[src/sv/rgb_to_hls_convert_core_assert.svh]
// ----------------------------------------------------------------------------
// RGB to HLS converter assertion macros
// Concurrent assertion wrappers; empty when SYNTH is defined.
// ----------------------------------------------------------------------------
`ifndef RGB_TO_HLS_CONVERT_CORE_ASSERT_SVH
`define RGB_TO_HLS_CONVERT_CORE_ASSERT_SVH
`ifndef SYNTH
// Same-cycle implication, disabled during reset
`define HLSC_ASSERT_IMP(name, clk, rstn, ante, cons) \
  name: assert property (@(posedge clk) disable iff (!rstn) (ante) |-> (cons)) \
    else $error("hlsc: same-cycle implication violated");
// Next-cycle implication, disabled during reset
`define HLSC_ASSERT_NXT(name, clk, rstn, ante, cons) \
  name: assert property (@(posedge clk) disable iff (!rstn) (ante) |=> (cons)) \
    else $error("hlsc: next-cycle implication violated");
`else
`define HLSC_ASSERT_IMP(name, clk, rstn, ante, cons)
`define HLSC_ASSERT_NXT(name, clk, rstn, ante, cons)
`endif
`endif

[src/sv/hlsc_pkg.sv]
// ----------------------------------------------------------------------------
// RGB to HLS converter package
// Payload types, pipeline stage types and fixed constants.
// ----------------------------------------------------------------------------
package hlsc_pkg;

  localparam int unsigned ChanW  = 8;   // one color channel
  localparam int unsigned SumW   = 9;   // max + min
  localparam int unsigned QuotW  = 16;  // hue and saturation quotients
  localparam int unsigned NumW   = 24;  // divider dividend
  localparam int unsigned TermW  = 11;  // k*diff + x - y

  localparam logic [QuotW-1:0] HueFullTurn = 16'd46080;
  localparam logic [NumW-1:0]  HueSector   = 24'd7680;
  localparam logic [SumW-1:0]  SumHalf     = 9'd255;
  localparam logic [SumW-1:0]  SumFull     = 9'd510;

  // Sector offsets by maximum channel
  localparam logic [TermW-1:0] KRed   = 11'd6;
  localparam logic [TermW-1:0] KGreen = 11'd2;
  localparam logic [TermW-1:0] KBlue  = 11'd4;

  typedef enum logic [2:0] {
    MaxRed   = 3'b001,
    MaxGreen = 3'b010,
    MaxBlue  = 3'b100
  } hlsc_max_e;

  typedef struct packed {
    logic [ChanW-1:0] red;
    logic [ChanW-1:0] green;
    logic [ChanW-1:0] blue;
  } hlsc_pixel_t;

  typedef struct packed {
    logic [QuotW-1:0] hue_angle;
    logic [SumW-1:0]  lightness_sum;
    logic [QuotW-1:0] saturation_level;
  } hlsc_hls_t;

  // After max/min search
  typedef struct packed {
    logic [ChanW-1:0]        diff;
    logic [SumW-1:0]         sum;
    logic [ChanW-1:0]        den;
    logic signed [ChanW:0]   xmy;
    hlsc_max_e               sel;
  } hlsc_front_t;

  // Divider operands
  typedef struct packed {
    logic [NumW-1:0]  hue_num;
    logic [NumW-1:0]  sat_num;
    logic [ChanW-1:0] diff;
    logic [ChanW-1:0] den;
    logic [SumW-1:0]  sum;
  } hlsc_num_t;

  // Fields that ride alongside the dividers
  typedef struct packed {
    logic [SumW-1:0] sum;
    logic            gray;
  } hlsc_side_t;

endpackage

[src/sv/rgb_to_hls_convert_core.sv]
// ----------------------------------------------------------------------------
// RGB to HLS converter core
// Streams 8-bit RGB pixels to fixed-point hue, lightness and saturation.
// ----------------------------------------------------------------------------
// Takes one pixel per clock unless stalled (in_ready_o low) and returns one
// result per pixel, in order. Depth is set by the two restoring dividers
// (hue and saturation) that retire RADIX_BITS quotient bits per pipeline
// stage. Every stage holds its own valid bit and advances whenever the stage
// after it is empty or moving, so bubbles close up and a stalled output does
// not block input until the pipeline is full.
// hue_angle is in 1/128 degree (0..46080), lightness_sum is max+min
// (lightness = value/510), saturation_level is saturation*65535 truncated;
// gray pixels give hue 0 and saturation 0.
`include "rgb_to_hls_convert_core_assert.svh"

module rgb_to_hls_convert_core #(
  parameter int unsigned RADIX_BITS = 2
) (
  input  logic                  clk_i,
  input  logic                  rst_ni,
  input  logic                  in_valid_i,
  output logic                  in_ready_o,
  input  hlsc_pkg::hlsc_pixel_t in_data_i,
  output logic                  out_valid_o,
  input  logic                  out_ready_i,
  output hlsc_pkg::hlsc_hls_t   out_data_o
);
  import hlsc_pkg::*;

  localparam int unsigned DivStages = QuotW / RADIX_BITS;
  localparam int unsigned NStg      = DivStages + 3;
  localparam int unsigned DivFirst  = 2;

  logic [NStg-1:0] v_q;
  logic [NStg-1:0] en;

  // Stage advances when empty or when its successor advances
  always_comb begin
    en[NStg-1] = !v_q[NStg-1] || out_ready_i;
    for (int i = NStg - 2; i >= 0; i--) begin
      en[i] = !v_q[i] || en[i+1];
    end
  end

  assign in_ready_o = en[0];

  // Move valid bits
  always_ff @(posedge clk_i or negedge rst_ni) begin
    if (!rst_ni) begin
      v_q <= '0;
    end else begin
      if (en[0]) begin
        v_q[0] <= in_valid_i;
      end
      for (int i = 1; i < NStg; i++) begin
        if (en[i]) begin
          v_q[i] <= v_q[i-1];
        end
      end
    end
  end

  // ---------------------------------------------------------------- stage 0
  hlsc_front_t      front_d, front_q;
  logic [ChanW-1:0] mx, mn;

  // Find max and min, pick the hue sector, form the saturation divisor
  always_comb begin
    mx = in_data_i.red;
    mn = in_data_i.red;
    if (in_data_i.green > mx) mx = in_data_i.green;
    if (in_data_i.blue > mx)  mx = in_data_i.blue;
    if (in_data_i.green < mn) mn = in_data_i.green;
    if (in_data_i.blue < mn)  mn = in_data_i.blue;

    front_d.diff = mx - mn;
    front_d.sum  = {1'b0, mx} + {1'b0, mn};
    if (front_d.sum < SumHalf) begin
      front_d.den = front_d.sum[ChanW-1:0];
    end else begin
      front_d.den = ChanW'(SumFull - front_d.sum);
    end

    priority if (in_data_i.red == mx) begin
      front_d.sel = MaxRed;
      front_d.xmy = $signed({1'b0, in_data_i.green}) - $signed({1'b0, in_data_i.blue});
    end else if (in_data_i.green == mx) begin
      front_d.sel = MaxGreen;
      front_d.xmy = $signed({1'b0, in_data_i.blue}) - $signed({1'b0, in_data_i.red});
    end else begin
      front_d.sel = MaxBlue;
      front_d.xmy = $signed({1'b0, in_data_i.red}) - $signed({1'b0, in_data_i.green});
    end
  end

  always_ff @(posedge clk_i) begin
    if (en[0]) begin
      front_q <= front_d;
    end
  end

  // ---------------------------------------------------------------- stage 1
  hlsc_num_t        num_d, num_q;
  logic [TermW-1:0] kd;
  logic [TermW:0]   term;

  // Build hue and saturation dividends
  always_comb begin
    unique case (front_q.sel)
      MaxRed:   kd = TermW'(front_q.diff) * KRed;
      MaxGreen: kd = TermW'(front_q.diff) * KGreen;
      MaxBlue:  kd = TermW'(front_q.diff) * KBlue;
      default:  kd = '0;
    endcase
    term = {1'b0, kd} + {{(TermW-ChanW){front_q.xmy[ChanW]}}, front_q.xmy};

    num_d.hue_num = NumW'(term[TermW-1:0]) * HueSector;
    num_d.sat_num = (NumW'(front_q.diff) << QuotW) - NumW'(front_q.diff);
    num_d.diff    = front_q.diff;
    num_d.den     = front_q.den;
    num_d.sum     = front_q.sum;
  end

  always_ff @(posedge clk_i) begin
    if (en[1]) begin
      num_q <= num_d;
    end
  end

  // ------------------------------------------------------------ divider stages
  logic [QuotW-1:0] hue_quot, sat_quot;

  hlsc_div #(
    .StepBits (RADIX_BITS)
  ) u_hue_div (
    .clk_i      (clk_i),
    .load_i     (en[DivFirst +: DivStages]),
    .dividend_i (num_q.hue_num),
    .divisor_i  (num_q.diff),
    .quotient_o (hue_quot)
  );

  hlsc_div #(
    .StepBits (RADIX_BITS)
  ) u_sat_div (
    .clk_i      (clk_i),
    .load_i     (en[DivFirst +: DivStages]),
    .dividend_i (num_q.sat_num),
    .divisor_i  (num_q.den),
    .quotient_o (sat_quot)
  );

  // Carry lightness and gray flag alongside the dividers
  hlsc_side_t side_q [DivStages];

  for (genvar s = 0; s < DivStages; s++) begin : g_side
    if (s == 0) begin : g_first
      always_ff @(posedge clk_i) begin
        if (en[DivFirst]) begin
          side_q[s].sum  <= num_q.sum;
          side_q[s].gray <= (num_q.diff == '0);
        end
      end
    end else begin : g_next
      always_ff @(posedge clk_i) begin
        if (en[DivFirst + s]) begin
          side_q[s] <= side_q[s-1];
        end
      end
    end
  end

  // ---------------------------------------------------------- output stage
  hlsc_hls_t out_d, out_q;

  // Wrap hue past a full turn, zero gray pixels
  always_comb begin
    out_d.lightness_sum = side_q[DivStages-1].sum;
    if (side_q[DivStages-1].gray) begin
      out_d.hue_angle        = '0;
      out_d.saturation_level = '0;
    end else begin
      out_d.saturation_level = sat_quot;
      if (hue_quot > HueFullTurn) begin
        out_d.hue_angle = hue_quot - HueFullTurn;
      end else begin
        out_d.hue_angle = hue_quot;
      end
    end
  end

  always_ff @(posedge clk_i) begin
    if (en[NStg-1]) begin
      out_q <= out_d;
    end
  end

  assign out_valid_o = v_q[NStg-1];
  assign out_data_o  = out_q;

  // ---------------------------------------------------------------- checks
  `HLSC_ASSERT_NXT(a_entry_captured, clk_i, rst_ni, in_valid_i && in_ready_o, v_q[0])
  `HLSC_ASSERT_IMP(a_hue_in_range, clk_i, rst_ni, out_valid_o, out_data_o.hue_angle <= HueFullTurn)
  `HLSC_ASSERT_IMP(a_light_in_range, clk_i, rst_ni, out_valid_o, out_data_o.lightness_sum <= SumFull)
  `HLSC_ASSERT_IMP(a_gray_hue_zero, clk_i, rst_ni, out_valid_o && (out_data_o.saturation_level == '0), out_data_o.hue_angle == '0)

endmodule

[src/sv/hlsc_div.sv]
// ----------------------------------------------------------------------------
// RGB to HLS converter divider
// Pipelined restoring divider: 24-bit dividend, 8-bit divisor, 16-bit
// quotient, StepBits quotient bits per register stage. The dividend's top
// byte must be below the divisor.
// ----------------------------------------------------------------------------
module hlsc_div #(
  parameter int unsigned  StepBits = 2,
  localparam int unsigned Stages   = hlsc_pkg::QuotW / StepBits
) (
  input  logic                        clk_i,
  input  logic [Stages-1:0]           load_i,
  input  logic [hlsc_pkg::NumW-1:0]   dividend_i,
  input  logic [hlsc_pkg::ChanW-1:0]  divisor_i,
  output logic [hlsc_pkg::QuotW-1:0]  quotient_o
);
  import hlsc_pkg::*;

  // Partial remainder, remaining dividend bits with quotient shifted in, divisor
  logic [ChanW-1:0] rem_q  [Stages];
  logic [QuotW-1:0] work_q [Stages];
  logic [ChanW-1:0] dvs_q  [Stages];

  for (genvar s = 0; s < Stages; s++) begin : g_stage
    logic [ChanW-1:0] rem_in;
    logic [QuotW-1:0] work_in;
    logic [ChanW-1:0] dvs_in;
    logic [ChanW-1:0] rem_d;
    logic [QuotW-1:0] work_d;

    if (s == 0) begin : g_first
      assign rem_in  = dividend_i[NumW-1 -: ChanW];
      assign work_in = dividend_i[QuotW-1:0];
      assign dvs_in  = divisor_i;
    end else begin : g_next
      assign rem_in  = rem_q[s-1];
      assign work_in = work_q[s-1];
      assign dvs_in  = dvs_q[s-1];
    end

    // Retire StepBits quotient bits
    always_comb begin : step
      logic [ChanW:0] trial;
      rem_d  = rem_in;
      work_d = work_in;
      trial  = '0;
      for (int j = 0; j < StepBits; j++) begin
        trial  = {rem_d, work_d[QuotW-1]};
        work_d = {work_d[QuotW-2:0], 1'b0};
        if (trial >= {1'b0, dvs_in}) begin
          trial     = trial - {1'b0, dvs_in};
          work_d[0] = 1'b1;
        end
        rem_d = trial[ChanW-1:0];
      end
    end

    // Advance stage
    always_ff @(posedge clk_i) begin
      if (load_i[s]) begin
        rem_q[s]  <= rem_d;
        work_q[s] <= work_d;
        dvs_q[s]  <= dvs_in;
      end
    end
  end

  assign quotient_o = work_q[Stages-1];

endmodule

[config.mk]
export PLATFORM = sky130hd
export DESIGN_NAME = rgb_to_hls_convert_core
export DESIGN_NICKNAME = d
export VERILOG_FILES = /design/src/sv/hlsc_pkg.sv /design/src/sv/rgb_to_hls_convert_core.sv /design/src/sv/hlsc_div.sv
export VERILOG_INCLUDE_DIRS = /design/src /design/src/sv
export SDC_FILE = /design/constraint.sdc
export NUM_CORES = 1
export LEC_CHECK = 0
export BUFFER_PORTS_ARGS = -buffer_cell sky130_fd_sc_hd__buf_2
export CAP_MARGIN = 20
export CORE_ASPECT_RATIO = 0.75
export CORE_MARGIN = 2
export CORE_UTILIZATION = 56
export CTS_CLUSTER_DIAMETER = 50
export DETAILED_ROUTE_END_ITERATION = 12
export GPL_ROUTABILITY_DRIVEN = 0
export PLACE_DENSITY = 0.76
export SLEW_MARGIN = 15
export SYNTH_ARGS = -nofsm -noshare
export SYNTH_HDL_FRONTEND = slang
export SYNTH_SLANG_ARGS = --single-unit
[constraint.sdc]
create_clock -name clk_i -period 11.8 [get_ports clk_i]
set_input_delay 1.18 -clock clk_i [delete_from_list [all_inputs] [get_ports clk_i]]
set_output_delay 1.18 -clock clk_i [all_outputs]
set_load 0.01 [all_outputs]
# After elaboration in Yosys (flattened, before gate mapping)

Memories as Yosys holds them, arrays and structs flattened. A register that Yosys moved wholly into a read port is not among the register bits.
Cells that the tools add are included.

Word-level logic and storage cells: 228
Input bits: 28
Memories: 7
Memory bits (writable): 592
Register bits: 137
Output and inout bits: 43

$mul: 2
Mux-type cells: 89
Add/subtract/negate cells: 41
$lt $le $gt $ge: 38
Eq/ne operators: 5
Reduce and logical (&&, ||, !) cells: 23

Memory list:

| memory           | words | bits a word | rd ports | clocked after Yosys merged registers in | wr ports | RTL line                       | source |
|---|---|---|---|---|---|---|---|
| u_hue_div.work_q | 8     | 16          | 8        | 0                                       | 8        | hlsc_div.sv:21                 | `logic [QuotW-1:0] work_q [Stages];` |
| u_sat_div.work_q | 8     | 16          | 8        | 1                                       | 8        | hlsc_div.sv:21                 |  |
| side_q           | 8     | 10          | 8        | 0                                       | 8        | rgb_to_hls_convert_core.sv:154 | `hlsc_side_t side_q [DivStages];` |
| u_hue_div.dvs_q  | 8     | 8           | 7        | 0                                       | 8        | hlsc_div.sv:22                 | `logic [ChanW-1:0] dvs_q [Stages];` |
| u_hue_div.rem_q  | 8     | 8           | 7        | 0                                       | 8        | hlsc_div.sv:20                 | `logic [ChanW-1:0] rem_q [Stages];` |
| u_sat_div.dvs_q  | 8     | 8           | 7        | 0                                       | 8        | hlsc_div.sv:22                 |  |
| 1 more memories  | --    | --          | --       | --                                      | --       | --                             |  |

Operators with widths:

| kind                                                        | count |
|---|---|
| 2-to-1 mux 8 bit                                            | 37 |
| greater-or-equal comparator 9 x 8 -> 1 bit                  | 32 |
| subtractor 8 bit                                            | 33 |
| 2-to-1 mux 1 bit                                            | 48 |
| case mux 11 bit (3 select lines)                            | 1 |
| subtractor 8 x 8 -> 9 bit                                   | 3 |
| 2-to-1 mux 12 bit                                           | 2 |
| subtractor 24 x 8 -> 24 bit                                 | 1 |
| == test 8 bit                                               | 2 |
| > comparator 16 bit (second input constant)                 | 1 |
| > comparator 8 bit                                          | 2 |
| less-than comparator 8 bit                                  | 2 |
| 2-to-1 mux 16 bit                                           | 1 |
| subtractor 16 bit (second input constant)                   | 1 |
| multiplier 11 x 4 -> 15 bit (second input constant)         | 1 |
| adder 11 bit                                                | 1 |
| zero test 1 bit                                             | 11 |
| logical OR 1 bit                                            | 11 |
| multiplier 8 x 2 -> 10 bit (second input constant)          | 1 |
| adder 8 x 8 -> 9 bit                                        | 1 |
| less-than comparator 9 x 8 -> 1 bit (second input constant) | 1 |
| zero test 8 bit                                             | 1 |
| subtractor 8 bit (first input constant)                     | 1 |
| == test 3 x 1 -> 1 bit (second input constant)              | 1 |
| 2 further kinds                                             | 2 |

# Logic depth before layout (Yosys ltp)

Depth in word-level cells: 12
Gate-level depth with buffers: 30
Mapped depth without buffers: 27

# Modules after synthesis

From an unflattened synthesis, not the netlist that was laid out.

Cell total of the unflattened synthesis: 3279
Area, all modules: 40476.3 um^2

By module, submodules not included:

| module                  | times used | cells each | area an instance (um^2) | sequential area each (um^2) |
|---|---|---|---|---|
| hlsc_div (u_sat_div)    | 1          | 1163       | 14167.3                 | 7206.9 |
| hlsc_div (u_hue_div)    | 1          | 1126       | 13880.8                 | 7206.9 |
| rgb_to_hls_convert_core | 1          | 990        | 12428.2                 | 6761.5 |

# Worst setup path after synthesis

OpenSTA, ideal clock, no wires.

Kind: input -> register
From: input port in_data_i[9] (netlist bit)
To: register front_q[16] (netlist bit), data pin
Buffers on the path: 4
Cell stages on the path: 27
Setup slack: 5262 ps
Required time: 11523 ps
Arrival: 6261 ps
Setup time: 277 ps
Path through: inv_1 > ha_1 > nor2b_1 > o31a_1 > o31ai_2 > nand2_1 > buf_2 > buf_1 > nor2_1 > a21oi_1 > ha_1 > nand4_1 > o21ai_1 > and2_4 > buf_2 > buf_1 > a21oi_1 > ha_1 > fa_1 > a21o_1 > a21oi_1 > o21bai_1 > a21oi_1 > xnor2_1 > nand3_1 > o21ai_0 > a31oi_1

RTL lines:

| item                 | RTL line                      | source |
|---|---|---|
| start, declared      | rgb_to_hls_convert_core.sv:23 | `input hlsc_pkg::hlsc_pixel_t in_data_i,` |
| end signal, assigned | rgb_to_hls_convert_core.sv:98 | `front_q <= front_d;` |
| end, declared        | rgb_to_hls_convert_core.sv:64 | `hlsc_front_t front_d, front_q;` |

==> metrics.csv <==
metric,value,unit
number of synthesized flops with an enable pin,627,
gr usage total,21.5,%
crit path buf inv count,3,
Max stage delay on crit path,0.64,ns
width of the chip,303,µm
CORE AREA,66500,µm²
minimum clock period,7.17,ns
WL final,73.4,mm
Routed WL per cell,17.7,µm
crit end category,flip-flop,
vias per inst,5.72,
status,"finished, final reports clean",
Die ar.,69100,µm²
FILL cells,4927,
Max Clk Rate,0.139,GHz
asr flop ratio synth,1.72,%
slew margin rel.,31.3,%
"Area growth, synth to finish",10.4,%
I/O Pins,71,
GRT overflow,0,
largest cells by area after synthesis,"edfxtp_1 (50%), ha_1 (12%), mux2_2 (6.0%), inv_1 (3.8%), xnor2_1 (3.3%)",
worst endpoint data arrival time,7.49,ns
Detail Route Antenna Nets,0,
Yosys warnings,0,
largest area contributor in the netlist,edfxtp_1,
I/O Buffers,70,
Final Max Slew Viols,0,
Site Rows,82,
mapped cell area,37500,µm²
"Reg clk slew, reported paths",0.06,ns
Mean Syn Cell Area,12.1,µm²
ys flop type,edfxtp_1,
clock skew,0.0242,ns
total setup buffers inserted after CTS,0,
"Hold Vio Cnt, Final",0,
RSZ-0062 raised after global routing,false,
vias in the first global route,24500,
critical path class,primary input to flip-flop,
htree depth,3,
synthesized instance count,3086,
Synth top area share,50.2,%
Storage cell area,19100,µm²
clk root buf,clkbuf_16,
initial antenna violation count,1,
maxcap violations,0,
# setup viols final,0,
multi-input logic area,16900,µm²
hold buffer count at cts,0,
DR pass1 iterations,5,
clock latency on the worst-skew pair,0.61,ns
slowest library cell on the worst path,and2_0,
hold crit path type,flip-flop to flip-flop,
global-route wire length before repair,122,mm
Post-synth top cells,"edfxtp_1 (627), inv_1 (376), ha_1 (354)",
via count,23700,
layout cells sized above 1,14.3,%
TritonCTS clock tree,done,
maximum root-to-sink buffer count,3,
Synthesized Nets,3521,
Resize count post-CTS,0,
Crit path required time,12.12,ns
post-synthesis sequential area ratio,51.0,%
Nets,3645,
hpwl dp,53.7,mm
"count leader, synth",edfxtp_1,
synthesized flop and latch total,638,
# DRC,0,
Tightest Pin Transition,1.03,ns
total CTS buffers,71,
CP top delay family,compound AO/OA/AOI/OAI gates,
crit share post-route,60.8,%
initial DRC count,1654,
Initial Utilization,56.4,%
Die Span Y,228,µm
CTS Sinks,638,
# diodes,0,
post-synth cell types,72,
CP Launch Type,primary input,
CP max FO,23,
largest net degree at the start of global routing,71,
Crit path top cell by count,a21oi_1,
Sum Neg Setup Slack,0,ns
==> metal layers <==
metal | up-vias | share of wire [%] | GRT usage [%]
met2 | 639 | 46 | 34.9
li1 | 11400 | - | -
met4 | 0 | 3.3 | 7.56
met3 | 180 | 4.9 | 3.77
met1 | 11500 | 45 | 29.2
met5 | - | 0 | 0
==> registers in the layout, summed over array words and instances, names as in the netlist <==
name	count
v_q	11
u_hue_div.rem_q	56
u_hue_div.work_q	81
u_hue_div.dvs_q	52
u_sat_div.dvs_q	49
u_sat_div.rem_q	56
num_q	60
front_q	35
u_sat_div.work_q	120
side_q	77
out_data_o	41
==> cell families after synthesis <==
family / synth area share (%)
flops: 51.0
buf+inv: 4.12
simple gates: 8.55
fa+ha+maj: 14.6
xor+xnor: 4.84
mux: 6.83
compound gates: 10.1
==> worst reg2reg max path, stage by stage, from the launching register on <==
cell and delay [ns]:
edfxtp_1 0.61, inv_1 0.16, ha_1 0.29, a21o_1 0.15, a21oi_1 0.21, xnor2_1 0.17, a22oi_1 0.11, o21ai_0 0.32
ha_1 0.32, a21boi_0 0.15, o21a_1 0.19, o21ai_0 0.16, nand2b_1 0.09, a21o_1 0.21, xor2_1 0.18, fa_1 0.56
inv_1 0.06, fa_1 0.53, inv_1 0.04, ha_1 0.36, nand3_1 0.11, nand2_1 0.06, a41o_1 0.21, o41ai_1 0.31
xnor2_1 0.11
==> final timing paths <==
| check | endpoint | slack (ns) | cells after the start | start |
|---|---|---|---|---|
| max | front_q[16] | 4.63 | 29 | in_data_i[14] |
| min | u_sat_div.work_q[2][14] | 0.39 | 0 | u_sat_div.work_q[1][12] |
| max reg2reg | num_q[71] | 5.89 | 24 | front_q[31] |
| min reg2reg | u_sat_div.work_q[2][14] | 0.39 | 0 | u_sat_div.work_q[1][12] |
| max in group asynchronous | v_q[5] | 11.14 | 1 | rst_ni |
| min in group asynchronous | v_q[9] | 0.43 | 1 | rst_ni |
==> layout by cell type (no fill, tap or decap), types with 12 or more instances in the layout <==
cell type,Yosys,layout
edfxtp_1,627,627
a311o_1,12,12
xnor2_1,140,140
and3_1,22,22
buf_2,3,70
inv_1,376,372
nor3_1,27,27
a21o_1,43,43
a21oi_1,195,195
xor2_1,67,67
nand4_1,51,51
o21a_1,24,24
o21bai_1,25,25
a21boi_0,34,34
clkbuf_16,0,74
fa_1,53,53
nor2_1,175,175
nand2b_1,22,22
mux2_2,199,199
o21ai_0,141,141
buf_4,1,12
nand2_1,107,104
nand3_1,40,38
nor2b_1,90,90
ha_1,354,354
or2_2,42,42
mux2i_1,32,32
==> per-stage QoR <==
stage               util (%)  cells  hold slack [ns]  instance area (µm²)  worst slack [ns]
detailed placement      58.6   4019            0.405                38900              4.23
CTS                     62.2   4147            0.393                41400              4.85
floorplan                  -   3086            0.400                37500              5.26
global placement        58.6   4019            0.401                38900              4.49
global route            62.2   4147            0.407                41400              4.11
finish                  62.2   4147            0.395                41400              4.63
==> area by class of cell <==
cell class,count,area share (%)
multi-input cells,2041,40.8
inverters,376,3.41
flip-flops and latches,638,46.2
clock inverters,42,1.27
clock buffers,86,4.66
repair buffers,82,1.06
well taps,882,2.67
Power is not shown: default switching activity piles up to over one toggle a cycle in this logic, so the estimate is an artifact.
